<file path="config.mk">
export PLATFORM = sky130hd
export DESIGN_NAME = quoted_token_scanner
export DESIGN_NICKNAME = d
export VERILOG_FILES = /design/src/rtl/core/qts_pkg.sv /design/src/rtl/core/quoted_token_scanner.sv /design/src/rtl/core/qts_front.sv /design/src/rtl/core/qts_queue.sv /design/src/rtl/core/qts_back.sv
export SDC_FILE = /design/constraint.sdc
export NUM_CORES = 1
export LEC_CHECK = 0
export ABC_AREA = 1
export BUFFER_PORTS_ARGS = -buffer_cell sky130_fd_sc_hd__buf_4
export CELL_PAD_IN_SITES_DETAIL_PLACEMENT = 2
export CELL_PAD_IN_SITES_GLOBAL_PLACEMENT = 2
export CORE_MARGIN = 2
export CORE_UTILIZATION = 35
export CTS_BUF_LIST = sky130_fd_sc_hd__clkbuf_4
export DETAILED_ROUTE_END_ITERATION = 6
export GPL_ROUTABILITY_DRIVEN = 0
export GPL_TIMING_DRIVEN = 0
export PLACE_DENSITY = 0.86
export SETUP_SLACK_MARGIN = 0.5
export SLEW_MARGIN = 20
export SYNTH_ARGS = -nofsm -noshare
export SYNTH_HDL_FRONTEND = slang
export SYNTH_HIERARCHICAL = 1
export SYNTH_SLANG_ARGS = --single-unit
</file>
<file path="constraint.sdc">
create_clock -name i_clk -period 3.5 [get_ports i_clk]
set_input_delay 0.175 -clock i_clk [delete_from_list [all_inputs] [get_ports i_clk]]
set_output_delay 0.175 -clock i_clk [all_outputs]
set_load 0.03 [all_outputs]
</file>
<file path="src/rtl/core/qts_pkg.sv">
// shared types and constants for the quoted token scanner
`timescale 1ns / 1ps
`default_nettype none

package qts_pkg;

    // character codes
    localparam logic [7:0] CH_QUOTE  = 8'h22;
    localparam logic [7:0] CH_BSLASH = 8'h5C;
    localparam logic [7:0] CH_COMMA  = 8'h2C;
    localparam logic [7:0] CH_SEMI   = 8'h3B;
    localparam logic [7:0] CH_SPACE  = 8'h20;
    localparam logic [7:0] CH_TAB    = 8'h09;
    localparam logic [7:0] CH_CR     = 8'h0D;

    // configuration register indexes
    localparam logic REG_RULE_SET = 1'b0;
    localparam logic REG_MAX_LEN  = 1'b1;

    // reset values of the configuration registers
    localparam logic        RULE_SET_RESET = 1'b0;
    localparam logic [15:0] MAX_LEN_RESET  = 16'd256;

    // queue between front and back
    localparam int QUEUE_DEPTH = 4;
    localparam int QUEUE_PTR_W = $clog2(QUEUE_DEPTH);
    localparam int QUEUE_CNT_W = $clog2(QUEUE_DEPTH + 1);

    // classified item handed from front to back
    typedef struct packed {
        logic [7:0] ch;
        logic       line_end;
        logic       is_zero;
        logic       is_sep;
        logic       is_quote;
        logic       prev_bslash;
    } t_cmd;

endpackage

`default_nettype wire

</file>
<file path="src/rtl/core/quoted_token_scanner.sv">
// top level of the quoted token scanner: config registers, front, queue, back
// a character waits in the back end's one-character hold until the item that releases it
//   (the next token character, a separator, a quote or the line end), then leaves via the output register
// throughput: one item per cycle while results are taken, set by the token update in the back end
// reset: synchronous active low; control state clears at once, registers take defaults
//   (rule set 0, max length 256), no clearing pass
`timescale 1ns / 1ps
`default_nettype none

module quoted_token_scanner #(
    parameter int LENGTH_BITS = 16
) (
    input  wire logic        i_clk,
    input  wire logic        i_rst_n,
    // input items
    input  wire logic        i_s_axis_tvalid,
    output logic             o_s_axis_tready,
    input  wire logic [7:0]  i_s_axis_tdata,   // [7:0] ch
    input  wire logic        i_s_axis_tlast,   // line_end
    // result items
    output logic             o_m_axis_tvalid,
    input  wire logic        i_m_axis_tready,
    output logic [7:0]       o_m_axis_tdata,   // [7:0] out_char
    output logic             o_m_axis_tlast,   // token_last
    output logic [3:0]       o_m_axis_tuser,   // [0] token_first [1] token_empty
                                               // [2] was_quoted [3] too_long
    // configuration
    input  wire logic        psel,
    input  wire logic        penable,
    input  wire logic        pwrite,
    input  wire logic [2:0]  paddr,
    input  wire logic [31:0] pwdata,
    output logic [31:0]      prdata,
    output logic             pready
);

    logic          r_rule_set;
    logic [15:0]   r_max_len;
    logic          cfg_write;
    logic          q_full;
    logic          q_push;
    logic          q_valid;
    logic          q_pop;
    qts_pkg::t_cmd f_cmd;
    qts_pkg::t_cmd b_cmd;

    // configuration registers
    assign pready    = 1'b1;
    assign cfg_write = psel && penable && pwrite;

    always_ff @(posedge i_clk) begin
        if (!i_rst_n) begin
            r_rule_set <= qts_pkg::RULE_SET_RESET;
            r_max_len  <= qts_pkg::MAX_LEN_RESET;
        end else if (cfg_write) begin
            case (paddr[2])
                qts_pkg::REG_RULE_SET: r_rule_set <= pwdata[0];
                qts_pkg::REG_MAX_LEN:  r_max_len  <= pwdata[15:0];
                default:               r_rule_set <= r_rule_set;
            endcase
        end
    end

    // register read back
    always_comb begin
        case (paddr[2])
            qts_pkg::REG_RULE_SET: prdata = {31'd0, r_rule_set};
            qts_pkg::REG_MAX_LEN:  prdata = {16'd0, r_max_len};
            default:               prdata = 32'd0;
        endcase
    end

    qts_front u_front (
        .i_clk      (i_clk),
        .i_rst_n    (i_rst_n),
        .i_valid    (i_s_axis_tvalid),
        .o_ready    (o_s_axis_tready),
        .i_ch       (i_s_axis_tdata),
        .i_line_end (i_s_axis_tlast),
        .i_q_full   (q_full),
        .o_q_push   (q_push),
        .o_q_cmd    (f_cmd)
    );

    qts_queue u_queue (
        .i_clk   (i_clk),
        .i_rst_n (i_rst_n),
        .i_push  (q_push),
        .i_cmd   (f_cmd),
        .o_full  (q_full),
        .o_valid (q_valid),
        .i_pop   (q_pop),
        .o_cmd   (b_cmd)
    );

    qts_back #(
        .LENGTH_BITS (LENGTH_BITS)
    ) u_back (
        .i_clk      (i_clk),
        .i_rst_n    (i_rst_n),
        .i_rule_set (r_rule_set),
        .i_max_len  (r_max_len),
        .i_q_valid  (q_valid),
        .i_q_cmd    (b_cmd),
        .o_q_pop    (q_pop),
        .o_valid    (o_m_axis_tvalid),
        .i_ready    (i_m_axis_tready),
        .o_char     (o_m_axis_tdata),
        .o_first    (o_m_axis_tuser[0]),
        .o_last     (o_m_axis_tlast),
        .o_empty    (o_m_axis_tuser[1]),
        .o_quoted   (o_m_axis_tuser[2]),
        .o_too_long (o_m_axis_tuser[3])
    );

endmodule

`default_nettype wire

</file>
<file path="src/rtl/core/qts_front.sv">
// front end: accepts characters, tracks line context and classifies each item
`timescale 1ns / 1ps
`default_nettype none

module qts_front (
    input  wire logic          i_clk,
    input  wire logic          i_rst_n,
    input  wire logic          i_valid,
    output logic               o_ready,
    input  wire logic [7:0]    i_ch,
    input  wire logic          i_line_end,
    input  wire logic          i_q_full,
    output logic               o_q_push,
    output qts_pkg::t_cmd      o_q_cmd
);

    logic [7:0] r_prev;
    logic [7:0] n_prev;
    logic       r_ended;
    logic       n_ended;
    logic       accept;

    assign o_ready = !i_q_full;
    assign accept  = i_valid && o_ready;

    // classification of the incoming character
    always_comb begin
        o_q_cmd.ch          = i_ch;
        o_q_cmd.line_end    = i_line_end;
        o_q_cmd.is_zero     = (i_ch == 8'd0);
        o_q_cmd.is_sep      = (i_ch == qts_pkg::CH_SPACE) ||
                              ((i_ch >= qts_pkg::CH_TAB) && (i_ch <= qts_pkg::CH_CR)) ||
                              (i_ch == qts_pkg::CH_COMMA) || (i_ch == qts_pkg::CH_SEMI);
        o_q_cmd.is_quote    = (i_ch == qts_pkg::CH_QUOTE);
        o_q_cmd.prev_bslash = (r_prev == qts_pkg::CH_BSLASH);
    end

    // characters after a zero carry nothing until the line ends
    assign o_q_push = accept && (i_line_end || !r_ended);

    // line context: previous character and end-of-data mark
    always_comb begin
        n_prev  = r_prev;
        n_ended = r_ended;
        if (accept) begin
            if (i_line_end) begin
                n_prev  = 8'd0;
                n_ended = 1'b0;
            end else if (!r_ended) begin
                if (i_ch == 8'd0) begin
                    n_prev  = 8'd0;
                    n_ended = 1'b1;
                end else begin
                    n_prev = i_ch;
                end
            end
        end
    end

    always_ff @(posedge i_clk) begin
        if (!i_rst_n) begin
            r_prev  <= 8'd0;
            r_ended <= 1'b0;
        end else begin
            r_prev  <= n_prev;
            r_ended <= n_ended;
        end
    end

endmodule

`default_nettype wire

</file>
<file path="src/rtl/core/qts_queue.sv">
// short queue of classified items between front and back
`timescale 1ns / 1ps
`default_nettype none

module qts_queue (
    input  wire logic          i_clk,
    input  wire logic          i_rst_n,
    input  wire logic          i_push,
    input  wire qts_pkg::t_cmd i_cmd,
    output logic               o_full,
    output logic               o_valid,
    input  wire logic          i_pop,
    output qts_pkg::t_cmd      o_cmd
);

    qts_pkg::t_cmd r_mem [qts_pkg::QUEUE_DEPTH];
    logic [qts_pkg::QUEUE_PTR_W-1:0] r_wptr;
    logic [qts_pkg::QUEUE_PTR_W-1:0] r_rptr;
    logic [qts_pkg::QUEUE_CNT_W-1:0] r_count;
    logic do_push;
    logic do_pop;

    assign o_full  = (r_count == qts_pkg::QUEUE_CNT_W'(qts_pkg::QUEUE_DEPTH));
    assign o_valid = (r_count != '0);
    assign o_cmd   = r_mem[r_rptr];
    assign do_push = i_push && !o_full;
    assign do_pop  = i_pop && o_valid;

    // storage
    always_ff @(posedge i_clk) begin
        if (do_push) begin
            r_mem[r_wptr] <= i_cmd;
        end
    end

    // pointers and fill count
    always_ff @(posedge i_clk) begin
        if (!i_rst_n) begin
            r_wptr  <= '0;
            r_rptr  <= '0;
            r_count <= '0;
        end else begin
            if (do_push) begin
                r_wptr <= r_wptr + 1'b1;
            end
            if (do_pop) begin
                r_rptr <= r_rptr + 1'b1;
            end
            case ({do_push, do_pop})
                2'b10:   r_count <= r_count + 1'b1;
                2'b01:   r_count <= r_count - 1'b1;
                default: r_count <= r_count;
            endcase
        end
    end

endmodule

`default_nettype wire

</file>
<file path="src/rtl/core/qts_back.sv">
// back end: token state machine with one-character hold and output register
`timescale 1ns / 1ps
`default_nettype none

module qts_back #(
    parameter int LENGTH_BITS = 16
) (
    input  wire logic          i_clk,
    input  wire logic          i_rst_n,
    input  wire logic          i_rule_set,
    input  wire logic [15:0]   i_max_len,
    input  wire logic          i_q_valid,
    input  wire qts_pkg::t_cmd i_q_cmd,
    output logic               o_q_pop,
    output logic               o_valid,
    input  wire logic          i_ready,
    output logic [7:0]         o_char,
    output logic               o_first,
    output logic               o_last,
    output logic               o_empty,
    output logic               o_quoted,
    output logic               o_too_long
);

    localparam int CMP_W = ((LENGTH_BITS > 16) ? LENGTH_BITS : 16) + 1;

    typedef enum logic [1:0] {
        MODE_IDLE,
        MODE_PLAIN,
        MODE_INNER,
        MODE_QUOTED
    } t_mode;

    t_mode                  r_mode;
    t_mode                  n_mode;
    t_mode                  mode_eff;
    logic [7:0]             r_held;
    logic [7:0]             n_held;
    logic                   r_held_valid;
    logic                   n_held_valid;
    logic                   r_held_first;
    logic                   n_held_first;
    logic [LENGTH_BITS-1:0] r_len;
    logic [LENGTH_BITS-1:0] n_len;

    logic                   r_out_valid;
    logic [7:0]             r_char;
    logic                   r_first;
    logic                   r_last;
    logic                   r_empty;
    logic                   r_quoted;
    logic                   r_too_long;

    logic                   issue;
    logic                   emit;
    logic [7:0]             e_char;
    logic                   e_first;
    logic                   e_last;
    logic                   e_empty;
    logic                   e_quoted;
    logic                   e_too_long;
    logic                   in_token;
    logic                   open_quote;
    logic                   too_long;
    logic                   do_push;
    logic                   do_finish;
    logic [LENGTH_BITS-1:0] len_base;

    assign issue   = i_q_valid && (!r_out_valid || i_ready);
    assign o_q_pop = issue;

    assign in_token   = (r_mode != MODE_IDLE);
    assign mode_eff   = (i_rule_set && (r_mode == MODE_INNER)) ? MODE_PLAIN : r_mode;
    assign open_quote = i_q_cmd.is_quote && (i_rule_set || !i_q_cmd.prev_bslash);
    assign too_long   = i_rule_set &&
                        ((CMP_W'(r_len) + CMP_W'(1)) > CMP_W'(i_max_len));

    // decide what the item does to the token
    always_comb begin
        n_mode    = r_mode;
        do_push   = 1'b0;
        do_finish = 1'b0;
        len_base  = r_len;
        if (i_q_cmd.line_end || i_q_cmd.is_zero) begin
            do_finish = in_token;
            n_mode    = MODE_IDLE;
        end else begin
            case (mode_eff)
                MODE_IDLE: begin
                    if (!i_q_cmd.is_sep) begin
                        len_base = '0;
                        if (i_q_cmd.is_quote) begin
                            n_mode = MODE_QUOTED;
                        end else begin
                            n_mode  = MODE_PLAIN;
                            do_push = 1'b1;
                        end
                    end
                end
                MODE_PLAIN: begin
                    n_mode = MODE_PLAIN;
                    if (i_q_cmd.is_sep) begin
                        do_finish = 1'b1;
                        n_mode    = MODE_IDLE;
                    end else begin
                        do_push = 1'b1;
                        if (!i_rule_set && open_quote) begin
                            n_mode = MODE_INNER;
                        end
                    end
                end
                MODE_INNER: begin
                    do_push = 1'b1;
                    if (open_quote) begin
                        n_mode = MODE_PLAIN;
                    end
                end
                MODE_QUOTED: begin
                    if (open_quote) begin
                        do_finish = 1'b1;
                        n_mode    = MODE_IDLE;
                    end else begin
                        do_push = 1'b1;
                    end
                end
                default: begin
                    n_mode = MODE_IDLE;
                end
            endcase
        end
    end

    // result of the item and next hold contents
    always_comb begin
        emit         = 1'b0;
        e_char       = r_held;
        e_first      = r_held_first;
        e_last       = 1'b0;
        e_empty      = 1'b0;
        e_quoted     = (mode_eff == MODE_QUOTED);
        e_too_long   = 1'b0;
        n_held       = r_held;
        n_held_valid = r_held_valid;
        n_held_first = r_held_first;
        n_len        = len_base;
        if (do_finish) begin
            e_quoted   = (r_mode == MODE_QUOTED);
            e_last     = 1'b1;
            e_too_long = too_long;
            if (r_held_valid) begin
                emit = 1'b1;
            end else if (r_mode == MODE_QUOTED) begin
                emit    = 1'b1;
                e_char  = 8'd0;
                e_first = 1'b1;
                e_empty = 1'b1;
            end
            n_held       = 8'd0;
            n_held_valid = 1'b0;
            n_held_first = 1'b0;
        end else if (do_push) begin
            emit         = r_held_valid && (mode_eff != MODE_IDLE);
            n_held_first = !(r_held_valid && (mode_eff != MODE_IDLE));
            n_held_valid = 1'b1;
            n_held       = i_q_cmd.ch;
            if (len_base != '1) begin
                n_len = len_base + 1'b1;
            end
        end
    end

    // token state and output register
    always_ff @(posedge i_clk) begin
        if (!i_rst_n) begin
            r_mode       <= MODE_IDLE;
            r_held       <= 8'd0;
            r_held_valid <= 1'b0;
            r_held_first <= 1'b0;
            r_len        <= '0;
            r_out_valid  <= 1'b0;
            r_char       <= 8'd0;
            r_first      <= 1'b0;
            r_last       <= 1'b0;
            r_empty      <= 1'b0;
            r_quoted     <= 1'b0;
            r_too_long   <= 1'b0;
        end else begin
            if (issue) begin
                r_mode       <= n_mode;
                r_held       <= n_held;
                r_held_valid <= n_held_valid;
                r_held_first <= n_held_first;
                r_len        <= n_len;
            end
            if (issue && emit) begin
                r_out_valid <= 1'b1;
                r_char      <= e_char;
                r_first     <= e_first;
                r_last      <= e_last;
                r_empty     <= e_empty;
                r_quoted    <= e_quoted;
                r_too_long  <= e_too_long;
            end else if (i_ready) begin
                r_out_valid <= 1'b0;
            end
        end
    end

    assign o_valid    = r_out_valid;
    assign o_char     = r_char;
    assign o_first    = r_first;
    assign o_last     = r_last;
    assign o_empty    = r_empty;
    assign o_quoted   = r_quoted;
    assign o_too_long = r_too_long;

    // between tokens nothing is held
    a_idle_no_hold: assert property (@(posedge i_clk) disable iff (!i_rst_n)
        (r_mode == MODE_IDLE) |-> !r_held_valid)
        else $error("character held outside a token");

    // an empty token is a whole quoted token by itself
    a_empty_whole: assert property (@(posedge i_clk) disable iff (!i_rst_n)
        (r_out_valid && r_empty) |-> (r_first && r_last && r_quoted))
        else $error("empty mark on a partial token");

    // the length flag only rides on the last result
    a_too_long_last: assert property (@(posedge i_clk) disable iff (!i_rst_n)
        (r_out_valid && r_too_long) |-> r_last)
        else $error("length flag before the last result");

    // no item is taken while a result waits and cannot leave
    a_no_overrun: assert property (@(posedge i_clk) disable iff (!i_rst_n)
        (o_q_pop && r_out_valid) |-> i_ready)
        else $error("item issued over a waiting result");

endmodule

`default_nettype wire

</file>
# Word-level counts from Yosys, hierarchy flattened
# Memories as Yosys holds them, arrays and structs flattened. A register that Yosys moved wholly into a read port is not among the register bits.
# Index checks and enable logic that the tools add are counted.
[op_classes]
add_sub_neg = 6
n_lt_le_gt_ge = 3
n_eq_ne = 18
muxes = 60
bitwise = 1
reduce_logical = 40
[ops]
columns = ["operator", "count"]
rows = [
  ["$mux 16", 6],
  ["$mux 8", 8],
  ["$pmux 32 s2", 1],
  ["$eq 8x6->1 const B", 4],
  ["$mux 1", 31],
  ["$mux 2", 10],
  ["$add 16x1->17 const B", 1],
  ["$gt 17x16->1", 1],
  ["$add 16x1->16 const B", 1],
  ["$ne 16x16->1 const B", 1],
  ["$logic_and 1x1->1", 14],
  ["$eq 2x2->1 const B", 5],
  ["$reduce_bool 2->1", 5],
  ["$eq 8x7->1 const B", 1],
  ["$ge 8x4->1 const B", 1],
  ["$le 8x4->1 const B", 1],
  ["$logic_not 8->1", 1],
  ["$pmux 2 s4", 1],
  ["$reduce_and 2->1", 4],
  ["$logic_or 1x1->1", 7],
  ["$logic_not 1->1", 6],
  ["$ne 3x1->1 const B", 2],
  ["$pmux 3 s2", 1],
  ["$add 2x1->2 const B", 2],
  ["other kinds (12)", 13],
]
[word_totals]
ff_bits = 75
mem_bits_rw = 52
inputBits = 51
out_inout_bits = 48
elab_cells = 148
n_memories = 1
[memory_table]
columns = ["name", "depth", "width", "read_ports", "rd_clocked_by_memory_dff", "wr", "line_no", "source"]
rows = [
  ["u_queue.r_mem", 4, 13, 1, 1, 1, "qts_queue.sv:16", "qts_pkg::t_cmd r_mem [qts_pkg::QUEUE_DEPTH];"],
]

# Logic depth before layout (Yosys ltp)
[logic_depth]
word_depth = 10
ltp_mapped = 22
ltp_nobuf = 19

# Hierarchy
# Netlist, hierarchy kept.
[modules_own_cells]
columns = ["module", "n_inst", "cells_per_inst", "area_per_inst_um2", "seq_area_each_um2"]
rows = [
  ["qts_back", 1, 438, 2934.1, 840.8],
  ["qts_queue", 1, 195, 2456.1, 1741.7],
  ["quoted_token_scanner", 1, 164, 1003.5, 340.3],
  ["qts_front", 1, 89, 583.1, 180.2],
]

# Least setup slack after synthesis
# No wires, ideal clock.
[synth_path]
path_kind = "register to register"
start = "register (tool-made name)"
end = "register u_back.r_len[1]"
setup_ns = 0.132
arrival_ns = 2.413
required_time_ns = 3.368
slack_ns = 0.955
path_stages_with_launch = 21
path_buffers = 3
period_less_slack_ns = 2.545
cell_sequence = "dfxtp_1 > buf_6 > inv_6 > buf_6 > nor2_1 > o22ai_1 > nor2_4 > nand3_2 > buf_6 > nand2_1 > inv_1 > ha_1 > inv_1 > nor2_1 > nand4_1 > nor2_2 > nand3_4 > nand2_4 > o21ai_0 > o21ai_1 > a21oi_1"
[synth_rtl]
columns = ["element", "line_no", "source"]
rows = [
  ["end signal, assigned", "qts_back.sv:193", "r_len <= n_len;"],
  ["end, declared", "qts_back.sv:43", "logic [LENGTH_BITS-1:0] r_len;"],
]

==> metrics <==
num ports=99; most frequent cells after synthesis=nand2_1 (158), inv_1 (127), nor2_1 (123); Num Clock Sinks=129; Compound-Gate Fraction of Synth Area=9.61%; Synth Area in Simple Gates=26.6%; Power per Cell Area=574 mW/mm²; hold crit path type=input port to flop; worst slew pin tran=1.24 ns; worst skew pair latency=0.62 ns; filler instances=2194; initial antenna violation count=1; TritonCTS clock tree=built; CTS H-tree lvls=4; vias in the first global route=7334; Post-Synth Adder-Cell Area=4.41%; area of the die=0.0211 mm²; Setup CP Type=flop to flop; area leader, netlist=edfxtp_1; LEAKAGE=4.06 nW; GRT Util Overall=23.5%; Root Driver=clkbuf_4; Cell Area, Synth=0.00698 mm²; TritonCTS buffer count=17; VDD IR max=0.248 mV; Synth Area in XOR/XNOR=1.63%; RSZ-0062 raised after global routing=yes; FF+latch count, synth=129; Synth Warn #=6; drt pass-1 iters=5; Final WS setup=0.357 ns; multi-input logic area=0.00323 mm²; prevailing post-synth register cell=dfxtp_1; multiplexer share of the synthesized area=0%; routed via count=6947; die width=145 µm; period utilisation layout=89.8%; final hold vios=0; Worst-path clk slew=0.16 ns; Peak Freq=318 MHz; Synth-to-Final Area Change=30.4%; Clock Tree Buf Depth=2; critical-path maximum fanout=10; Max Cap Violations=0; drt initial violations=355; Rows=51; total power=0.00522 W; CORE AREA=0.0195 mm²; share of cells above drive strength 1=25.4%; CP Data Arrival Time=3.66 ns; Setup crit start kind=flop; outcome=finished, final reports clean; initial cell density of the core=35.7%; leading post-synthesis cells by cell area=edfxtp_1 (22%), dfxtp_1 (22%), nand2_1 (8.5%); Async S/R FF share, synth=0%; Routed Antenna Nets=0; Port Buffer Count=63; Slew Viols, Final=0; DR vias/cell=5.21; Residual DRC=0; pin count of the biggest net entering global routing=17; Die Ht=145 µm; final core utilization=46.6%; hold depth=5; FF+latch area=0.00311 mm²; Critical Path RT=4.02 ns; most frequent cell after synthesis=nand2_1; largest family of logic cells by synthesized area=simple AND/OR/NAND/NOR gates; Synth Instances=886; syn_area_per_cell=7.87 µm²; Place WS=0.207 ns; Post-DP HPWL=15500 µm; final wirelength=31600 µm; share of the synthesized area in the top cell type=22.4%; relative slew slack=16.5%; Final Skew=0.0353 ns; fin nets=1129; grt ovf=0; worst reg2reg path depth=20; Tmin final=3.14 ns; setup violators final=0; first-pass GRT wire length=39100 µm; setup total negative slack=0 ns; CP endpoint kind=flop; register area share after synthesis=44.5%; Netlist cell types=46; EDFF count, synth=52; Avg WL per Cell=23.7 µm
==> timing repair <==
item                                    in CTS  in global routing
endpoints found under the setup margin      17                 17
gates resized for setup                     18                 51
hold buffers                                38                  0
endpoints found under the hold margin       72                  0
pin swaps                                    7                 22
buffers inserted                             6                 27
==> registers in the layout, indices dropped and copies added (netlist names), named ones only <==
name and count:
u_back/r_held_valid 1, u_queue/r_rptr 2, u_back/r_held_first 1, u_back/r_held 8, u_front/r_ended 1, u_front/r_prev 8, u_back/o_quoted 1, u_back/o_last 1
u_back/o_too_long 1, u_queue/r_count 3, r_max_len 16, u_back/o_empty 1, u_back/r_len 16, u_back/o_valid 1, u_back/r_mode 2, r_rule_set 1
u_back/o_first 1, u_queue/r_mem 52, u_queue/r_wptr 2, u_back/o_char 8
==> placed cells by master, fill, tap and decap left out, types with 4 or more instances in the layout <==
cell           synthesis  final
clkbuf_4               0     17
buf_8                  0      4
inv_1                127    126
nor2_4                 8     15
buf_4                 29    125
xor2_1                11     11
bufinv_16              0      4
nor2_1               123    108
nor2_2                 6     14
nand3_2                3      5
conb_1                 2     17
clkbuf_1               9      7
nand3_1               53     49
a21oi_1               44     42
nand2_4                7      7
ha_1                  23     19
nand3_4                2      4
nand2_2                9     11
edfxtp_1              52     52
nand2_1              158    155
nand4_1                9      9
buf_6                  8      4
o22ai_1               14     11
o21ai_0               41     39
dfxtp_1               77     72
o21ai_1               13     15
inv_2                 12     13
buf_2                  6      4
nor3_1                13     11
inv_6                  1      5
dlygate4sd3_1          0     38
==> worst max-delay path, cell delays in order, from the launching register on <==
cell and delay, ns:
dfxtp_2 0.36, buf_8 0.14, clkinv_8 0.07, buf_12 0.13, nor2_1 0.07, o22ai_2 0.26
nor2_4 0.09, nand3_4 0.11, buf_8 0.13, nand2_1 0.07, inv_1 0.08, ha_2 0.17
inv_2 0.05, nor2_4 0.10, nand4_1 0.23, nor2_4 0.24, nand3_4 0.18, buf_4 0.19
nand4_1 0.09, o21ai_1 0.11, nor2_1 0.18
==> stage by stage <==
| stage | instances | hold WS, ns | instance area, µm² |
|---|---|---|---|
| after floorplan | 901 | 0.295 | 7030 |
| final | 1333 | 0.0733 | 9100 |
| after detailed placement | 1229 | 0.394 | 7850 |
| after global routing | 1333 | 0.0321 | 9100 |
| after CTS | 1305 | 0.00549 | 8690 |
| after global placement | 1229 | 0.397 | 7840 |
==> final timing paths <==
check           startpoint              end  slack [ns]
max reg2reg           flop  u_back/r_len[9]        0.36
min reg2reg  u_back/o_last    u_back/o_last        0.48
max                   flop  u_back/r_len[9]        0.36
min                penable    r_max_len[15]        0.07
==> kinds of logic after synthesis <==
kind of cell             count (synthesis)
AND/OR/NAND/NOR                        400
buffers and inverters                  195
flip-flops                             129
AO/OA/AOI/OAI                          123
adder cells (fa/ha/maj)                 24
XOR/XNOR                                13
other                                    2
==> cell type report <==
| type | count | area share (%) |
|---|---|---|
| antenna | 1 | 0.0275 |
| buffer | 52 | 4.47 |
| clock buffer | 17 | 1.40 |
| clock inverter | 15 | 2.42 |
| inverter | 143 | 6.06 |
| multi-input combinational | 577 | 35.5 |
| sequential | 129 | 34.2 |
| tap | 265 | 3.64 |
| timing repair buffer | 134 | 12.2 |
==> routing by layer <==
| metal | routed length, µm | global-route usage [%] | vias to the layer above |
|---|---|---|---|
| li1 | - | - | 3129 |
| met1 | 12200 | 26.9 | 3549 |
| met2 | 17300 | 43.9 | 187 |
| met3 | 996 | 4.59 | 82 |
| met4 | 1120 | 7.25 | 0 |
| met5 | 0 | 0 | - |
==> power by group <==
| group | internal, W | leakage, nW | switching, W | total (W) |
|---|---|---|---|---|
| sequential | 0.00173 | 1.12 | 0.000135 | 0.00186 |
| combinational | 0.000683 | 2.76 | 0.00134 | 0.00202 |
| clock | 0.000591 | 0.182 | 0.000749 | 0.00134 |
(Power assumes the default switching activity.)
